`src/sv/gtes_pkg.sv`:
```
package gtes_pkg;

  localparam int EVENT_SLOTS_DEF = 16;

  localparam logic [3:0] AD_DESC    = 4'he;
  localparam logic [6:0] REG_SIGNAL = 7'h60;
  localparam logic [6:0] REG_LABEL  = 7'h62;
  localparam logic [4:0] NREG_MAX   = 5'd16;
  localparam logic [1:0] PATH3      = 2'd2;

  localparam logic [1:0] FMT_PACKED  = 2'd0;
  localparam logic [1:0] FMT_REGLIST = 2'd1;

  localparam logic ITEM_EVENT  = 1'b0;
  localparam logic ITEM_STATUS = 1'b1;

  typedef enum logic [1:0] {
    ST_IDLE,
    ST_READ,
    ST_EMIT,
    ST_STATUS
  } state_t;

endpackage

```
`src/sv/gtes_in_if.sv`:
```
interface gtes_in_if;
  logic        valid;
  logic        ready;
  logic [63:0] qword_low;
  logic [63:0] qword_high;
  logic [1:0]  source_path;
  logic        path3_masked;

  modport source (output valid, qword_low, qword_high, source_path, path3_masked,
                  input ready);
  modport sink (input valid, qword_low, qword_high, source_path, path3_masked,
                output ready);
endinterface

```
`src/sv/gtes_out_if.sv`:
```
interface gtes_out_if;
  logic        valid;
  logic        ready;
  logic        item_kind;
  logic [1:0]  event_type;
  logic [63:0] event_data;
  logic        was_tag;
  logic        packet_end;
  logic        in_payload;
  logic        last;

  modport source (output valid, item_kind, event_type, event_data, was_tag, packet_end,
                  in_payload, last, input ready);
  modport sink (input valid, item_kind, event_type, event_data, was_tag, packet_end,
                in_payload, last, output ready);
endinterface

```
`src/sv/gtes_ram.sv`:
```
module gtes_ram #(
  parameter int WIDTH = 66,
  parameter int DEPTH = 16,
  localparam int AW = (DEPTH > 1) ? $clog2(DEPTH) : 1
) (
  input  logic             clk,
  input  logic             we,
  input  logic [AW-1:0]    waddr,
  input  logic [WIDTH-1:0] wdata,
  input  logic [AW-1:0]    raddr,
  output logic [WIDTH-1:0] rdata
);

  logic [WIDTH-1:0] mem_r [DEPTH];
  logic [WIDTH-1:0] rdata_r;

  always_ff @(posedge clk) begin
    if (we) begin
      mem_r[waddr] <= wdata;
    end
    rdata_r <= mem_r[raddr];
  end

  assign rdata = rdata_r;

endmodule

```
`src/sv/gif_tag_event_scanner_top.sv`:
```
// Graphics-interface tag scanner: takes one 128-bit qword per word on in_if, decodes tags and
// tracks the payload, and buffers SIGNAL, FINISH and LABEL writes found in A+D descriptors of
// packed packets in an event RAM of EVENT_SLOTS entries. Each accepted qword, while cfg_wdata
// has set scanning on, gives zero or more event words and then one status word (last set) on
// out_if; with scanning off qwords are taken and ignored. Qwords that release no events stream
// at one per cycle while out_if is ready. A qword that releases buffered events (packet end or
// buffer full) holds the input off until they and the status word are loaded: each event is
// read back from the event RAM, whose registered read port needs a READ state ahead of each
// EMIT state, and the status word follows in a STATUS state of its own. Events of a masked
// path 3 packet are discarded at no cost. The output word is registered, and a qword is only
// taken while that register is empty or its word leaves in the same cycle, so a stalled out_if
// also stalls in_if.
module gif_tag_event_scanner_top #(
  parameter int EVENT_SLOTS = gtes_pkg::EVENT_SLOTS_DEF
) (
  input  logic          clk,
  input  logic          rst_n,
  input  logic          cfg_we,
  input  logic          cfg_wdata,
  gtes_in_if.sink       in_if,
  gtes_out_if.source    out_if
);

  localparam int AW = (EVENT_SLOTS > 1) ? $clog2(EVENT_SLOTS) : 1;
  localparam int CW = $clog2(EVENT_SLOTS + 1);
  localparam logic [CW-1:0] SLOTS = CW'(EVENT_SLOTS);

  // control state
  gtes_pkg::state_t state_r, state_nxt;
  logic          scan_en_r;
  logic          expect_payload_r, expect_payload_nxt;
  logic [19:0]   payload_left_r, payload_left_nxt;
  logic [1:0]    packet_format_r, packet_format_nxt;
  logic [4:0]    register_count_r, register_count_nxt;
  logic [63:0]   descriptor_list_r, descriptor_list_nxt;
  logic [3:0]    descriptor_index_r, descriptor_index_nxt;
  logic          packet_scannable_r, packet_scannable_nxt;
  logic [1:0]    packet_path_r, packet_path_nxt;
  logic [CW-1:0] held_r, held_nxt;
  logic [CW-1:0] fc_r;
  logic [CW-1:0] rd_idx_r;
  logic          was_tag_r, ended_r;

  // output register
  logic          out_valid_r;
  logic          out_kind_r;
  logic [1:0]    out_type_r;
  logic [63:0]   out_data_r;
  logic          out_tag_r, out_end_r, out_pay_r, out_last_r;

  logic          out_free;
  logic          in_acc;
  logic          step;
  logic          load_status_now, load_status_reg, load_event;

  // step datapath
  logic          is_tag;
  logic [14:0]   nloop;
  logic [4:0]    nregs;
  logic [19:0]   prod;
  logic [20:0]   half_sum;
  logic [19:0]   plen;
  logic          has_ad;
  logic [3:0]    desc;
  logic [4:0]    idx_inc;
  logic [6:0]    reg_addr;
  logic          ev_wr;
  logic [1:0]    ev_kind;
  logic [CW-1:0] h1;
  logic          full, pend, flush, drop;
  logic [CW-1:0] emit_cnt;
  logic          ended_nxt;

  logic [65:0]   rd_data;

  assign out_free = !out_valid_r || out_if.ready;
  assign in_acc   = in_if.valid && in_if.ready;
  assign step     = in_acc && scan_en_r;

  always_comb begin
    is_tag   = !expect_payload_r;
    nloop    = in_if.qword_low[14:0];
    nregs    = (in_if.qword_low[63:60] == 4'd0) ? gtes_pkg::NREG_MAX
                                                : {1'b0, in_if.qword_low[63:60]};
    prod     = {5'd0, nloop} * {15'd0, nregs};
    half_sum = ({1'b0, prod} + 21'd1) >> 1;
    unique case (in_if.qword_low[59:58])
      gtes_pkg::FMT_PACKED:  plen = prod;
      gtes_pkg::FMT_REGLIST: plen = half_sum[19:0];
      default:               plen = {5'd0, nloop};
    endcase
    has_ad = 1'b0;
    for (int i = 0; i < 16; i++) begin
      if ((5'(i) < nregs) && (in_if.qword_high[i*4 +: 4] == gtes_pkg::AD_DESC)) begin
        has_ad = 1'b1;
      end
    end

    desc     = descriptor_list_r[descriptor_index_r*4 +: 4];
    idx_inc  = {1'b0, descriptor_index_r} + 5'd1;
    reg_addr = in_if.qword_high[6:0];
    ev_kind  = 2'(reg_addr - gtes_pkg::REG_SIGNAL);
    ev_wr    = !is_tag && packet_scannable_r && (desc == gtes_pkg::AD_DESC)
               && (reg_addr >= gtes_pkg::REG_SIGNAL) && (reg_addr <= gtes_pkg::REG_LABEL)
               && (held_r < SLOTS);

    expect_payload_nxt   = expect_payload_r;
    payload_left_nxt     = payload_left_r;
    packet_format_nxt    = packet_format_r;
    register_count_nxt   = register_count_r;
    descriptor_list_nxt  = descriptor_list_r;
    descriptor_index_nxt = descriptor_index_r;
    packet_scannable_nxt = packet_scannable_r;
    packet_path_nxt      = packet_path_r;
    pend                 = 1'b0;

    if (is_tag) begin
      packet_format_nxt    = in_if.qword_low[59:58];
      register_count_nxt   = nregs;
      descriptor_list_nxt  = in_if.qword_high;
      descriptor_index_nxt = 4'd0;
      packet_path_nxt      = in_if.source_path;
      payload_left_nxt     = plen;
      packet_scannable_nxt = (in_if.qword_low[59:58] == gtes_pkg::FMT_PACKED) && has_ad;
      expect_payload_nxt   = (plen != 20'd0);
      pend                 = (plen == 20'd0);
    end else begin
      if (packet_scannable_r) begin
        descriptor_index_nxt = (idx_inc == register_count_r) ? 4'd0 : idx_inc[3:0];
      end
      if (payload_left_r != 20'd0) begin
        payload_left_nxt = payload_left_r - 20'd1;
      end
      if (payload_left_nxt == 20'd0) begin
        expect_payload_nxt = 1'b0;
        pend               = 1'b1;
      end
    end

    h1        = held_r + CW'(ev_wr);
    full      = (h1 >= SLOTS);
    flush     = pend || full;
    drop      = (packet_path_nxt == gtes_pkg::PATH3) && in_if.path3_masked;
    emit_cnt  = (flush && !drop) ? h1 : '0;
    held_nxt  = flush ? '0 : h1;
    ended_nxt = pend;
  end

  // fsm outputs
  always_comb begin
    in_if.ready     = 1'b0;
    load_status_now = 1'b0;
    load_status_reg = 1'b0;
    load_event      = 1'b0;
    unique case (state_r)
      gtes_pkg::ST_IDLE: begin
        in_if.ready     = out_free;
        load_status_now = step && (emit_cnt == '0);
      end
      gtes_pkg::ST_READ: begin
      end
      gtes_pkg::ST_EMIT: begin
        load_event = out_free;
      end
      gtes_pkg::ST_STATUS: begin
        load_status_reg = out_free;
      end
      default: begin
      end
    endcase
  end

  // fsm next state
  always_comb begin
    state_nxt = state_r;
    unique case (state_r)
      gtes_pkg::ST_IDLE: begin
        if (step && (emit_cnt != '0)) state_nxt = gtes_pkg::ST_READ;
      end
      gtes_pkg::ST_READ: begin
        state_nxt = gtes_pkg::ST_EMIT;
      end
      gtes_pkg::ST_EMIT: begin
        if (out_free) begin
          state_nxt = (rd_idx_r == CW'(fc_r - 1'b1)) ? gtes_pkg::ST_STATUS
                                                     : gtes_pkg::ST_READ;
        end
      end
      gtes_pkg::ST_STATUS: begin
        if (out_free) state_nxt = gtes_pkg::ST_IDLE;
      end
      default: begin
        state_nxt = gtes_pkg::ST_IDLE;
      end
    endcase
  end

  gtes_ram #(
    .WIDTH (66),
    .DEPTH (EVENT_SLOTS)
  ) u_event_ram (
    .clk   (clk),
    .we    (step && ev_wr),
    .waddr (held_r[AW-1:0]),
    .wdata ({ev_kind, in_if.qword_low}),
    .raddr (rd_idx_r[AW-1:0]),
    .rdata (rd_data)
  );

  always_ff @(posedge clk) begin
    if (!rst_n) begin
      state_r            <= gtes_pkg::ST_IDLE;
      scan_en_r          <= 1'b0;
      expect_payload_r   <= 1'b0;
      payload_left_r     <= '0;
      packet_format_r    <= '0;
      register_count_r   <= '0;
      descriptor_list_r  <= '0;
      descriptor_index_r <= '0;
      packet_scannable_r <= 1'b0;
      packet_path_r      <= '0;
      held_r             <= '0;
      fc_r               <= '0;
      rd_idx_r           <= '0;
      was_tag_r          <= 1'b0;
      ended_r            <= 1'b0;
      out_valid_r        <= 1'b0;
    end else begin
      state_r <= state_nxt;
      if (cfg_we) begin
        scan_en_r <= cfg_wdata;
      end
      if (step) begin
        expect_payload_r   <= expect_payload_nxt;
        payload_left_r     <= payload_left_nxt;
        packet_format_r    <= packet_format_nxt;
        register_count_r   <= register_count_nxt;
        descriptor_list_r  <= descriptor_list_nxt;
        descriptor_index_r <= descriptor_index_nxt;
        packet_scannable_r <= packet_scannable_nxt;
        packet_path_r      <= packet_path_nxt;
        held_r             <= held_nxt;
        fc_r               <= emit_cnt;
        rd_idx_r           <= '0;
        was_tag_r          <= is_tag;
        ended_r            <= ended_nxt;
      end else if (load_event) begin
        rd_idx_r <= rd_idx_r + 1'b1;
      end
      if (load_status_now || load_status_reg || load_event) begin
        out_valid_r <= 1'b1;
      end else if (out_if.ready) begin
        out_valid_r <= 1'b0;
      end
    end
  end

  // output payload, no reset needed
  always_ff @(posedge clk) begin
    if (load_status_now) begin
      out_kind_r <= gtes_pkg::ITEM_STATUS;
      out_type_r <= 2'd0;
      out_data_r <= 64'd0;
      out_tag_r  <= is_tag;
      out_end_r  <= ended_nxt;
      out_pay_r  <= expect_payload_nxt;
      out_last_r <= 1'b1;
    end else if (load_status_reg) begin
      out_kind_r <= gtes_pkg::ITEM_STATUS;
      out_type_r <= 2'd0;
      out_data_r <= 64'd0;
      out_tag_r  <= was_tag_r;
      out_end_r  <= ended_r;
      out_pay_r  <= expect_payload_r;
      out_last_r <= 1'b1;
    end else if (load_event) begin
      out_kind_r <= gtes_pkg::ITEM_EVENT;
      out_type_r <= rd_data[65:64];
      out_data_r <= rd_data[63:0];
      out_tag_r  <= was_tag_r;
      out_end_r  <= ended_r;
      out_pay_r  <= expect_payload_r;
      out_last_r <= 1'b0;
    end
  end

  assign out_if.valid      = out_valid_r;
  assign out_if.item_kind  = out_kind_r;
  assign out_if.event_type = out_type_r;
  assign out_if.event_data = out_data_r;
  assign out_if.was_tag    = out_tag_r;
  assign out_if.packet_end = out_end_r;
  assign out_if.in_payload = out_pay_r;
  assign out_if.last       = out_last_r;

  a_held_below_slots: assert property (@(posedge clk) disable iff (!rst_n)
    held_r < SLOTS)
    else $error("event buffer count reached capacity without flush");

  a_rd_in_range: assert property (@(posedge clk) disable iff (!rst_n)
    (state_r == gtes_pkg::ST_READ || state_r == gtes_pkg::ST_EMIT) |-> (rd_idx_r < fc_r))
    else $error("event read index beyond flush count");

  a_payload_nonzero: assert property (@(posedge clk) disable iff (!rst_n)
    expect_payload_r |-> (payload_left_r != 20'd0))
    else $error("expecting payload with nothing left");

  a_status_closes: assert property (@(posedge clk) disable iff (!rst_n)
    (state_r == gtes_pkg::ST_STATUS && out_free) |=> (out_valid_r && out_last_r))
    else $error("flush did not end with a status word");

  a_no_accept_busy: assert property (@(posedge clk) disable iff (!rst_n)
    (state_r != gtes_pkg::ST_IDLE) |-> !in_if.ready)
    else $error("qword taken while events are draining");

endmodule

```
`src/flat_wrapper.sv`:
```
// flat-port wrapper written by rule: the top's interface ports become plain ports
module gif_tag_event_scanner_top_flat 
#(
  parameter int EVENT_SLOTS = gtes_pkg::EVENT_SLOTS_DEF
)
  (clk, rst_n, cfg_we, cfg_wdata, in_if_valid, in_if_qword_low, in_if_qword_high, in_if_source_path, in_if_path3_masked, in_if_ready, out_if_valid, out_if_item_kind, out_if_event_type, out_if_event_data, out_if_was_tag, out_if_packet_end, out_if_in_payload, out_if_last, out_if_ready);
  gtes_in_if in_if_i ();
  gtes_out_if out_if_i ();
  input  logic clk;
  input  logic rst_n;
  input  logic cfg_we;
  input  logic cfg_wdata;
  input wire logic [$bits(in_if_i.valid)-1:0] in_if_valid;
  input wire logic [$bits(in_if_i.qword_low)-1:0] in_if_qword_low;
  input wire logic [$bits(in_if_i.qword_high)-1:0] in_if_qword_high;
  input wire logic [$bits(in_if_i.source_path)-1:0] in_if_source_path;
  input wire logic [$bits(in_if_i.path3_masked)-1:0] in_if_path3_masked;
  output wire logic [$bits(in_if_i.ready)-1:0] in_if_ready;
  output wire logic [$bits(out_if_i.valid)-1:0] out_if_valid;
  output wire logic [$bits(out_if_i.item_kind)-1:0] out_if_item_kind;
  output wire logic [$bits(out_if_i.event_type)-1:0] out_if_event_type;
  output wire logic [$bits(out_if_i.event_data)-1:0] out_if_event_data;
  output wire logic [$bits(out_if_i.was_tag)-1:0] out_if_was_tag;
  output wire logic [$bits(out_if_i.packet_end)-1:0] out_if_packet_end;
  output wire logic [$bits(out_if_i.in_payload)-1:0] out_if_in_payload;
  output wire logic [$bits(out_if_i.last)-1:0] out_if_last;
  input wire logic [$bits(out_if_i.ready)-1:0] out_if_ready;
  assign in_if_i.valid = in_if_valid;
  assign in_if_i.qword_low = in_if_qword_low;
  assign in_if_i.qword_high = in_if_qword_high;
  assign in_if_i.source_path = in_if_source_path;
  assign in_if_i.path3_masked = in_if_path3_masked;
  assign in_if_ready = in_if_i.ready;
  assign out_if_valid = out_if_i.valid;
  assign out_if_item_kind = out_if_i.item_kind;
  assign out_if_event_type = out_if_i.event_type;
  assign out_if_event_data = out_if_i.event_data;
  assign out_if_was_tag = out_if_i.was_tag;
  assign out_if_packet_end = out_if_i.packet_end;
  assign out_if_in_payload = out_if_i.in_payload;
  assign out_if_last = out_if_i.last;
  assign out_if_i.ready = out_if_ready;
  gif_tag_event_scanner_top #(.EVENT_SLOTS(EVENT_SLOTS)) u_core (.clk(clk), .rst_n(rst_n), .cfg_we(cfg_we), .cfg_wdata(cfg_wdata), .in_if(in_if_i), .out_if(out_if_i));
endmodule
```
`config.mk`:
```
export PLATFORM = sky130hd
export DESIGN_NAME = gif_tag_event_scanner_top_flat
export DESIGN_NICKNAME = d
export VERILOG_FILES = /design/src/sv/gtes_pkg.sv /design/src/sv/gtes_in_if.sv /design/src/sv/gtes_out_if.sv /design/src/sv/gtes_ram.sv /design/src/sv/gif_tag_event_scanner_top.sv /design/src/flat_wrapper.sv
export SDC_FILE = /design/constraint.sdc
export NUM_CORES = 2
export LEC_CHECK = 0
export BUFFER_PORTS_ARGS = -buffer_cell sky130_fd_sc_hd__buf_2
export CORE_UTILIZATION = 31
export CTS_CLUSTER_SIZE = 10
export DETAILED_ROUTE_END_ITERATION = 10
export SETUP_SLACK_MARGIN = 0.3
export SLEW_MARGIN = 10
export SYNTH_ARGS = -nofsm -noshare
export SYNTH_HDL_FRONTEND = slang
export SYNTH_HIERARCHICAL = 1
export SYNTH_SLANG_ARGS = --single-unit
```
`constraint.sdc`:
```
create_clock -name clk -period 11.6 [get_ports clk]
set_input_delay 0.58 -clock clk [delete_from_list [all_inputs] [get_ports clk]]
set_output_delay 0.58 -clock clk [all_outputs]
set_load 0.01 [all_outputs]
```
## Yosys cells after proc, flatten, opt, wreduce, memory -nomap -nowiden

Memories as Yosys holds them, arrays and structs flattened. A register that Yosys moved wholly into a read port is not among the register bits.
Cells that the tools add are included.

- Bits in registers: 188
- Memory bits (writable): 1056
- Bits of input ports: 137
- Output and inout bits: 73
- Logic and storage cells: 186
- Memories kept: 1

- Add/sub/neg operators: 7
- Multiply operators: 1
- Magnitude comparators: 20
- Equal/unequal tests: 28
- Shift operators: 1
- Muxes and demuxes: 53
- Bitwise gates (word level): 2
- Reductions and logical operators: 52

Memories:

| name | words | bits a word | read ports | clocked after Yosys merged registers in | wr ports | line | source |
|---|---|---|---|---|---|---|---|
| u_core.u_event_ram.mem_r | 16 | 66 | 1 | 1 | 1 | gtes_ram.sv:14 | `logic [WIDTH-1:0] mem_r [DEPTH];` |

Operators by type and width:

| cell | number |
|---|---|
| == test 4 bit (second input constant) | 17 |
| variable part select 64 x 7 -> 4 bit | 1 |
| 2-to-1 mux 20 bit | 3 |
| logical NOT 20 bit | 2 |
| < comparator 4 x 5 -> 1 bit (first input constant) | 8 |
| one-hot mux 20 bit (2 select lines) | 1 |
| nonzero test 20 bit | 2 |
| 2-to-1 mux 1 bit | 37 |
| logical AND 1 bit | 29 |
| adder 20 x 1 -> 21 bit (second input constant) | 1 |
| < comparator 3 x 5 -> 1 bit (first input constant) | 4 |
| multiplier 15 x 5 -> 20 bit | 1 |
| subtractor 20 x 1 -> 20 bit (second input constant) | 1 |
| 2-to-1 mux 5 bit | 3 |
| 2-to-1 mux 4 bit | 3 |
| == test 5 bit | 2 |
| < comparator 1 x 5 -> 1 bit (first input constant) | 2 |
| < comparator 2 x 5 -> 1 bit (first input constant) | 2 |
| 2-to-1 mux 2 bit | 5 |
| one-hot mux 2 bit (4 select lines) | 1 |
| greater-or-equal comparator 7 bit (second input constant) | 1 |
| <= comparator 7 bit (second input constant) | 1 |
| == test 2 bit (second input constant) | 3 |
| != test 2 x 1 -> 1 bit (second input constant) | 3 |
| 21 further kinds | 31 |

## Depth between registers and ports, before layout

- Depth in word-level cells: 21
- Gate-level depth with buffers: 24

## By module

The synthesis kept the hierarchy.

Modules (own cells, without submodules):

| module | instances | cells an instance | area each (um^2) | seq. area each (um^2) |
|---|---|---|---|---|
| gtes_ram | 1 | 1698 | 40799.1 | 33031.7 |
| gif_tag_event_scanner_top | 1 | 1561 | 12669.7 | 3793.6 |

## Worst setup path after synthesis

No wires, ideal clock.

- Path kind: register to register
- Start: register u_core.descriptor_index_r[1]
- End: memory u_core.u_event_ram.mem_r[0][0] (enable)
- Arrival: 7.130 ns
- Data required time: 11.029 ns
- Path slack: 3.899 ns
- Stages on the path, launching flop included: 8
- Buffers on the path: 1
- Period minus slack after synthesis: 7.701 ns
- Path through: dfxtp_1 > clkbuf_1 > mux4_2 > mux4_2 > nor4_1 > and2_1 > or3b_2 > nor3_1

- Word-level cells in the longest chain between the ends: 9

Ends and longest elaborated chain:

| what | line | source |
|---|---|---|
| from (decl) | gif_tag_event_scanner_top.sv:36 | `logic [3:0] descriptor_index_r, descriptor_index_nxt;` |
| from (signal assigned) | gif_tag_event_scanner_top.sv:239 | `descriptor_index_r <= descriptor_index_nxt;` |
| variable part select 64 x 7 -> 4 bit | gif_tag_event_scanner_top.sv:99 | `desc = descriptor_list_r[descriptor_index_r*4 +: 4];` |
| == test 4 bit | gif_tag_event_scanner_top.sv:103 | `ev_wr = !is_tag && packet_scannable_r && (desc == gtes_pkg::AD_DESC)` |
| logical AND 1 bit | gif_tag_event_scanner_top.sv:103 |  |
| logical AND 1 bit (2 in series) | gif_tag_event_scanner_top.sv:104 | `&& (reg_addr >= gtes_pkg::REG_SIGNAL) && (reg_addr <= gtes_pkg::REG_LABEL)` |
| logical AND 1 bit | gif_tag_event_scanner_top.sv:105 | `&& (held_r < SLOTS);` |
| logical AND 1 bit | gif_tag_event_scanner_top.sv:203 | `.we (step && ev_wr),` |
| 2-to-1 mux 1 bit | gtes_ram.sv:18 | `if (we) begin` |
| 2-to-1 mux 1 bit (implied by the code) | gtes_ram.sv:19 | `mem_r[waddr] <= wdata;` |
| to (decl) | gtes_ram.sv:14 |  |

No other way between the ends.

## Worst setup path in the final report

- Start: input in_if_qword_low[60]
- End: register u_core.out_pay_r, in the netlist u_core/out_if.in_payload (enable)

- Word-level cells in the longest chain between the ends: 14

Ends and longest elaborated chain:

| what | line | source |
|---|---|---|
| from (decl) | flat_wrapper.sv:14 | `input wire logic [$bits(in_if_i.qword_low)-1:0] in_if_qword_low;` |
| logical NOT 4 bit | gif_tag_event_scanner_top.sv:83 | `nregs = (in_if.qword_low[63:60] == 4'd0) ? gtes_pkg::NREG_MAX` |
| 2-to-1 mux 5 bit (*) | gif_tag_event_scanner_top.sv:83 |  |
| multiplier 15 x 5 -> 20 bit (*) | gif_tag_event_scanner_top.sv:85 | `prod = {5'd0, nloop} * {15'd0, nregs};` |
| adder 20 x 1 -> 21 bit | gif_tag_event_scanner_top.sv:86 | `half_sum = ({1'b0, prod} + 21'd1) >> 1;` |
| one-hot mux 20 bit (2 select lines) (*) | gif_tag_event_scanner_top.sv:87 | `unique case (in_if.qword_low[59:58])` |
| logical NOT 20 bit (*) | gif_tag_event_scanner_top.sv:126 | `pend = (plen == 20'd0);` |
| 2-to-1 mux 1 bit (*) | gif_tag_event_scanner_top.sv:117 | `if (is_tag) begin` |
| logical OR 1 bit (*) | gif_tag_event_scanner_top.sv:142 | `flush = pend \|\| full;` |
| logical AND 1 bit (*) | gif_tag_event_scanner_top.sv:144 | `emit_cnt = (flush && !drop) ? h1 : '0;` |
| 2-to-1 mux 5 bit (*) | gif_tag_event_scanner_top.sv:144 |  |
| logical NOT 5 bit (*) | gif_tag_event_scanner_top.sv:158 | `load_status_now = step && (emit_cnt == '0);` |
| logical AND 1 bit (*) | gif_tag_event_scanner_top.sv:158 |  |
| 2-to-1 mux 1 bit (*) | gif_tag_event_scanner_top.sv:155 | `unique case (state_r)` |
| nonzero test 3 bit (no line) (*) | n/a |  |
| to (signal assigned) | gif_tag_event_scanner_top.sv:266 | `out_pay_r <= expect_payload_nxt;` |
| to (signal assigned) | gif_tag_event_scanner_top.sv:274 | `out_pay_r <= expect_payload_r;` |
| to (signal assigned) | gif_tag_event_scanner_top.sv:282 | `out_pay_r <= expect_payload_r;` |
| to (decl) | gif_tag_event_scanner_top.sv:49 | `logic out_tag_r, out_end_r, out_pay_r, out_last_r;` |

Mark *: on every way between the ends. The rest lies on a longest branch, timed or not.
A chain may end at the register's enable or synchronous reset.

==> metrics.log <==
[metrics] setup violation total in the final timing report: 0
[metrics] number of max-capacitance violations reported: 0
[metrics] Avg Cell Area, Syn: 16.4 µm²
[metrics] # rows: 152
[metrics] Max transition margin: between 20% and 30%
[metrics] latest clock arrival within the worst-skew pair: 800 ps
[metrics] share of the yosys chip area belonging to registers: 68.9%
[metrics] number of nets in the final layout: between 3000 and 4000
[metrics] RSZ-0062 raised after global routing: no
[metrics] Post-Syn Nets: 3471
[metrics] cts repair resizes: 0
[metrics] H-tree levels: 4
[metrics] Iteration-0 DRC Markers: 2396
[metrics] WP data required: 12080 ps
[metrics] initial core utilization: a little under a third
[metrics] number of antenna violations at the first check in global routing: 30
[metrics] Arr. time, crit path: 7470 ps
[metrics] via count of the first global-routing pass: 30600
[metrics] hold violation total from the final report: 0
[metrics] Detailed Place HPWL: a little under 80000 µm
[metrics] Die Outline Area: about 0.17 mm²
[metrics] worst hold slack across all endpoints: 65.5 ps
[metrics] routability congestion estimate from global placement: 0.804
[metrics] # DRC: 0
[metrics] Detailed Routing Iterations Pass 1: 5
[metrics] Cells after Synth: 3259
[metrics] number of fillers in the final layout: about 16000
[metrics] clock-pin slew reported for the worst setup and hold paths after clock tree synthesis: 60 ps
[metrics] TritonCTS Buffers: 153
[metrics] number of cells on the worst reg-to-reg path: 9
[metrics] CTS root buffer: sky130_fd_sc_hd__clkbuf_16
[metrics] endpoint class of the critical path: flop
[metrics] setup slack on the worst flop-to-flop path: 6250 ps
[metrics] GRT Util Overall: 15.8%
[metrics] reg-to-reg critical path startpoint: u_core/descriptor_index_r[1]
[metrics] post-route fraction of the period consumed by the critical path: between 60 and 70%
[metrics] Total Routed Length: 138000 µm
[metrics] transition time at the pin with the least slew margin: 1140 ps
[metrics] final slew viol count: 0
[metrics] grt total ovfl: 0
[metrics] worst setup path category: primary input to flop
[metrics] number of flops mapped to enable cells by yosys: 1059
[metrics] Fin Setup TNS: 0 ps
[metrics] fraction of layout cells with a size suffix above 1: a little under a quarter
[metrics] wire length of the first global-routing pass: 203000 µm
[metrics] maximum fanout along the worst path: 39
[metrics] end point of the critical path: u_core/out_if.in_payload
[metrics] Power Dens Cells: 164 mW/mm²
[metrics] share of synthesized registers carrying an async set or reset: 0%
[metrics] DR WL/cell: 23.0 µm
[metrics] Critical Path Source Type: primary input
[metrics] number of top-level pins: 210
[metrics] type of the worst min-delay path: primary input to flop
[metrics] via count: 30300
[metrics] maximum operating frequency: approximately 140 MHz
[metrics] Post-Route Skew: 32.3 ps
[metrics] cell area after synthesis: 0.0535 mm²
[metrics] Ys Warns: 6
[metrics] total leakage power: 20.5 nW
[metrics] count of nets left with antenna violations after detail routing: 0
[metrics] Worst IR Drop VDD: 0.000137 V
[metrics] clock tree from TritonCTS: built
[metrics] min cycle time layout: 6990 ps
[metrics] RR Endpoint: u_core/u_event_ram/mem_r[3][3]
[metrics] I/O Buffers: roughly 210
[metrics] dominant synthesized flop cell: sky130_fd_sc_hd__edfxtp_1
[metrics] synthesized flop and latch total: ~1300
[metrics] CTS Sinks: 1310
[metrics] number of vias per cell: 5.06
[metrics] Area Growth Syn to Fin: 16.6%
[metrics] library cells used by synthesis: 83
[metrics] width of the chip: roughly 420 µm
[metrics] pin count of the biggest net entering global routing: 151
[metrics] launching element of the worst setup path: in_if_qword_low[60]
[metrics] standard cell core area: 0.172 mm²
[metrics] run status: finished, final reports clean
[metrics] Clock Path Buffers: 3
[metrics] die extent in y: 417 µm
sequential cells by signal, summed over array words and instances, names as in the netlist, 2 cells and up:
signal	count
u_core/out_if.event_type	2
u_core/state_r	2
u_core/descriptor_index_r	4
u_core/register_count_r	5
u_core/payload_left_r	20
u_core/out_if.event_data	64
u_core/u_event_ram/rdata	66
u_core/rd_idx_r	5
u_core/fc_r	5
u_core/held_r	5
u_core/u_event_ram/mem_r	1056
u_core/packet_path_r	2
u_core/descriptor_list_r	64
cells by family (layout without fill, tap and decap cells):
| family | count (synthesis) | in the layout | synth area share, % |
|---|---|---|---|
| AOI/OAI and AO/OA | 460 | 460 | 6.20 |
| xor gates and xnor gates | 37 | 37 | 0.606 |
| adders and majority gates | 75 | 75 | 2.30 |
| buffers and inverters | 256 | 673 | 2.16 |
| DFF | 1310 | 1310 | 68.9 |
| muxes | 342 | 342 | 12.8 |
| other | 0 | 6 | 0 |
| and+or+nand+nor | 779 | 779 | 7.03 |
layout by cell type, fill, tap and decap left out, types with 11 or more instances in the layout:
cell type	count
sky130_fd_sc_hd__edfxtp_1	1059
sky130_fd_sc_hd__nand2_1	302
sky130_fd_sc_hd__mux4_2	268
sky130_fd_sc_hd__dfxtp_1	248
sky130_fd_sc_hd__buf_2	209
sky130_fd_sc_hd__clkbuf_16	154
sky130_fd_sc_hd__a22oi_1	143
sky130_fd_sc_hd__nor2_1	127
sky130_fd_sc_hd__clkbuf_1	103
sky130_fd_sc_hd__nand3_1	96
sky130_fd_sc_hd__a21boi_0	79
sky130_fd_sc_hd__inv_1	71
sky130_fd_sc_hd__mux2_2	67
sky130_fd_sc_hd__and2_1	66
sky130_fd_sc_hd__buf_4	57
sky130_fd_sc_hd__a21oi_1	54
sky130_fd_sc_hd__o21ai_0	53
sky130_fd_sc_hd__dlygate4sd3_1	48
sky130_fd_sc_hd__fa_1	39
sky130_fd_sc_hd__ha_1	36
sky130_fd_sc_hd__xnor2_1	26
sky130_fd_sc_hd__nor3_1	26
sky130_fd_sc_hd__nand4b_1	24
sky130_fd_sc_hd__nand4_1	19
sky130_fd_sc_hd__nor2_4	16
sky130_fd_sc_hd__and3_1	15
sky130_fd_sc_hd__nor4_1	13
sky130_fd_sc_hd__o211ai_1	13
sky130_fd_sc_hd__a21o_1	12
sky130_fd_sc_hd__xor2_1	11
per-stage QoR:
step	total power [mW]	cells	worst slack (ps)	utilization, %	cell area, µm²
2_1_floorplan	5.62	3259	3900	-	53500
3_3_place_gp	5.82	5654	3850	33.3	57200
3_5_place_dp	5.82	5654	3800	33.3	57200
4_1_cts	10.3	5986	4640	36.3	62300
5_1_grt	10.6	5989	4230	36.3	62300
6_report	10.2	5992	4610	36.4	62400
worst max-delay path, cell delays in order:
cell and delay, ps:
sky130_fd_sc_hd__buf_2 580, sky130_fd_sc_hd__nor4_2 110, sky130_fd_sc_hd__buf_4 230, sky130_fd_sc_hd__and2_1 190, sky130_fd_sc_hd__fa_1 500, sky130_fd_sc_hd__fa_1 550, sky130_fd_sc_hd__inv_1 50, sky130_fd_sc_hd__fa_1 530
sky130_fd_sc_hd__inv_1 40, sky130_fd_sc_hd__ha_1 460, sky130_fd_sc_hd__a21oi_2 100, sky130_fd_sc_hd__o21ai_1 490, sky130_fd_sc_hd__or3_1 190, sky130_fd_sc_hd__o211ai_1 160, sky130_fd_sc_hd__or3_1 490, sky130_fd_sc_hd__or4_4 580
sky130_fd_sc_hd__o32a_1 380, sky130_fd_sc_hd__a31oi_2 240, sky130_fd_sc_hd__nor4_4 90, sky130_fd_sc_hd__a311oi_4 240, sky130_fd_sc_hd__buf_4 420, sky130_fd_sc_hd__a211o_1 230
where the power goes:
| group | switching, mW | internal, mW | total (mW) |
|---|---|---|---|
| logic | 0.423 | 0.223 | 0.646 |
| clock network | 1.91 | 2.58 | 4.50 |
| registers | 0.00998 | 5.09 | 5.10 |
| total | 2.35 | 7.89 | 10.2 |
worst min path at each step:
stage	startpoint	endpoint	slack, ps	cells after the start
2_1_floorplan	u_core/descriptor_list_r[52]	u_core/descriptor_list_r[52]	440	2
3_3_place_gp	u_core/descriptor_list_r[0]	u_core/descriptor_list_r[0]	450	2
3_5_place_dp	u_core/descriptor_list_r[0]	u_core/descriptor_list_r[0]	450	2
4_1_cts	in_if_qword_high[50]	u_core/descriptor_list_r[50]	0.4	3
5_1_grt	in_if_qword_high[28]	u_core/descriptor_list_r[28]	40	3
6_report	in_if_qword_high[12]	u_core/descriptor_list_r[12]	70	3
synthesized netlist by cell type (19+ instances only):
library cell	n	share of area [%]
sky130_fd_sc_hd__a22oi_1	143	2.0
sky130_fd_sc_hd__nor2_1	142	1.0
sky130_fd_sc_hd__nand2_1	303	2.1
sky130_fd_sc_hd__fa_1	39	1.5
sky130_fd_sc_hd__clkbuf_1	118	0.83
sky130_fd_sc_hd__edfxtp_1	1059	59
sky130_fd_sc_hd__xnor2_1	26	0.43
sky130_fd_sc_hd__o21ai_0	53	0.50
sky130_fd_sc_hd__inv_1	71	0.50
sky130_fd_sc_hd__and2_1	67	0.78
sky130_fd_sc_hd__mux4_2	268	11
sky130_fd_sc_hd__nand4b_1	24	0.39
sky130_fd_sc_hd__nand3_1	97	0.91
sky130_fd_sc_hd__nor3_1	30	0.28
sky130_fd_sc_hd__buf_2	21	0.20
sky130_fd_sc_hd__ha_1	36	0.84
sky130_fd_sc_hd__a21boi_0	79	1.1
sky130_fd_sc_hd__dfxtp_1	251	9.4
sky130_fd_sc_hd__nand4_1	19	0.22
sky130_fd_sc_hd__a21oi_1	54	0.51
sky130_fd_sc_hd__mux2_2	67	1.4
final cells by class:
class	count	area [µm²]	area share (%)
well taps	2310	2890	4.64
multi-input cells	1693	15700	25.1
clock inverters	23	389	0.624
flip-flops and latches	1310	36800	59.1
diodes	6	15.0	0.0241
repair buffers	316	1990	3.20
clock buffers	261	4300	6.89
inverters	73	274	0.439
what timing repair did:
item / CTS / global route
buffers inserted: 0 / 0
hold endpoints to repair: 48 / 0
hold buffers: 48 / 0
layer usage:
layer  vias to the layer above  GRT usage (%)  wire [µm]
li1                      13400              -          -
met2                       844           26.6      68500
met1                     15800           20.6      58800
met4                         6           4.90       3570
met3                       225           2.86       7170
met5                         -              0         48
Power figures use the tool's default switching activity.
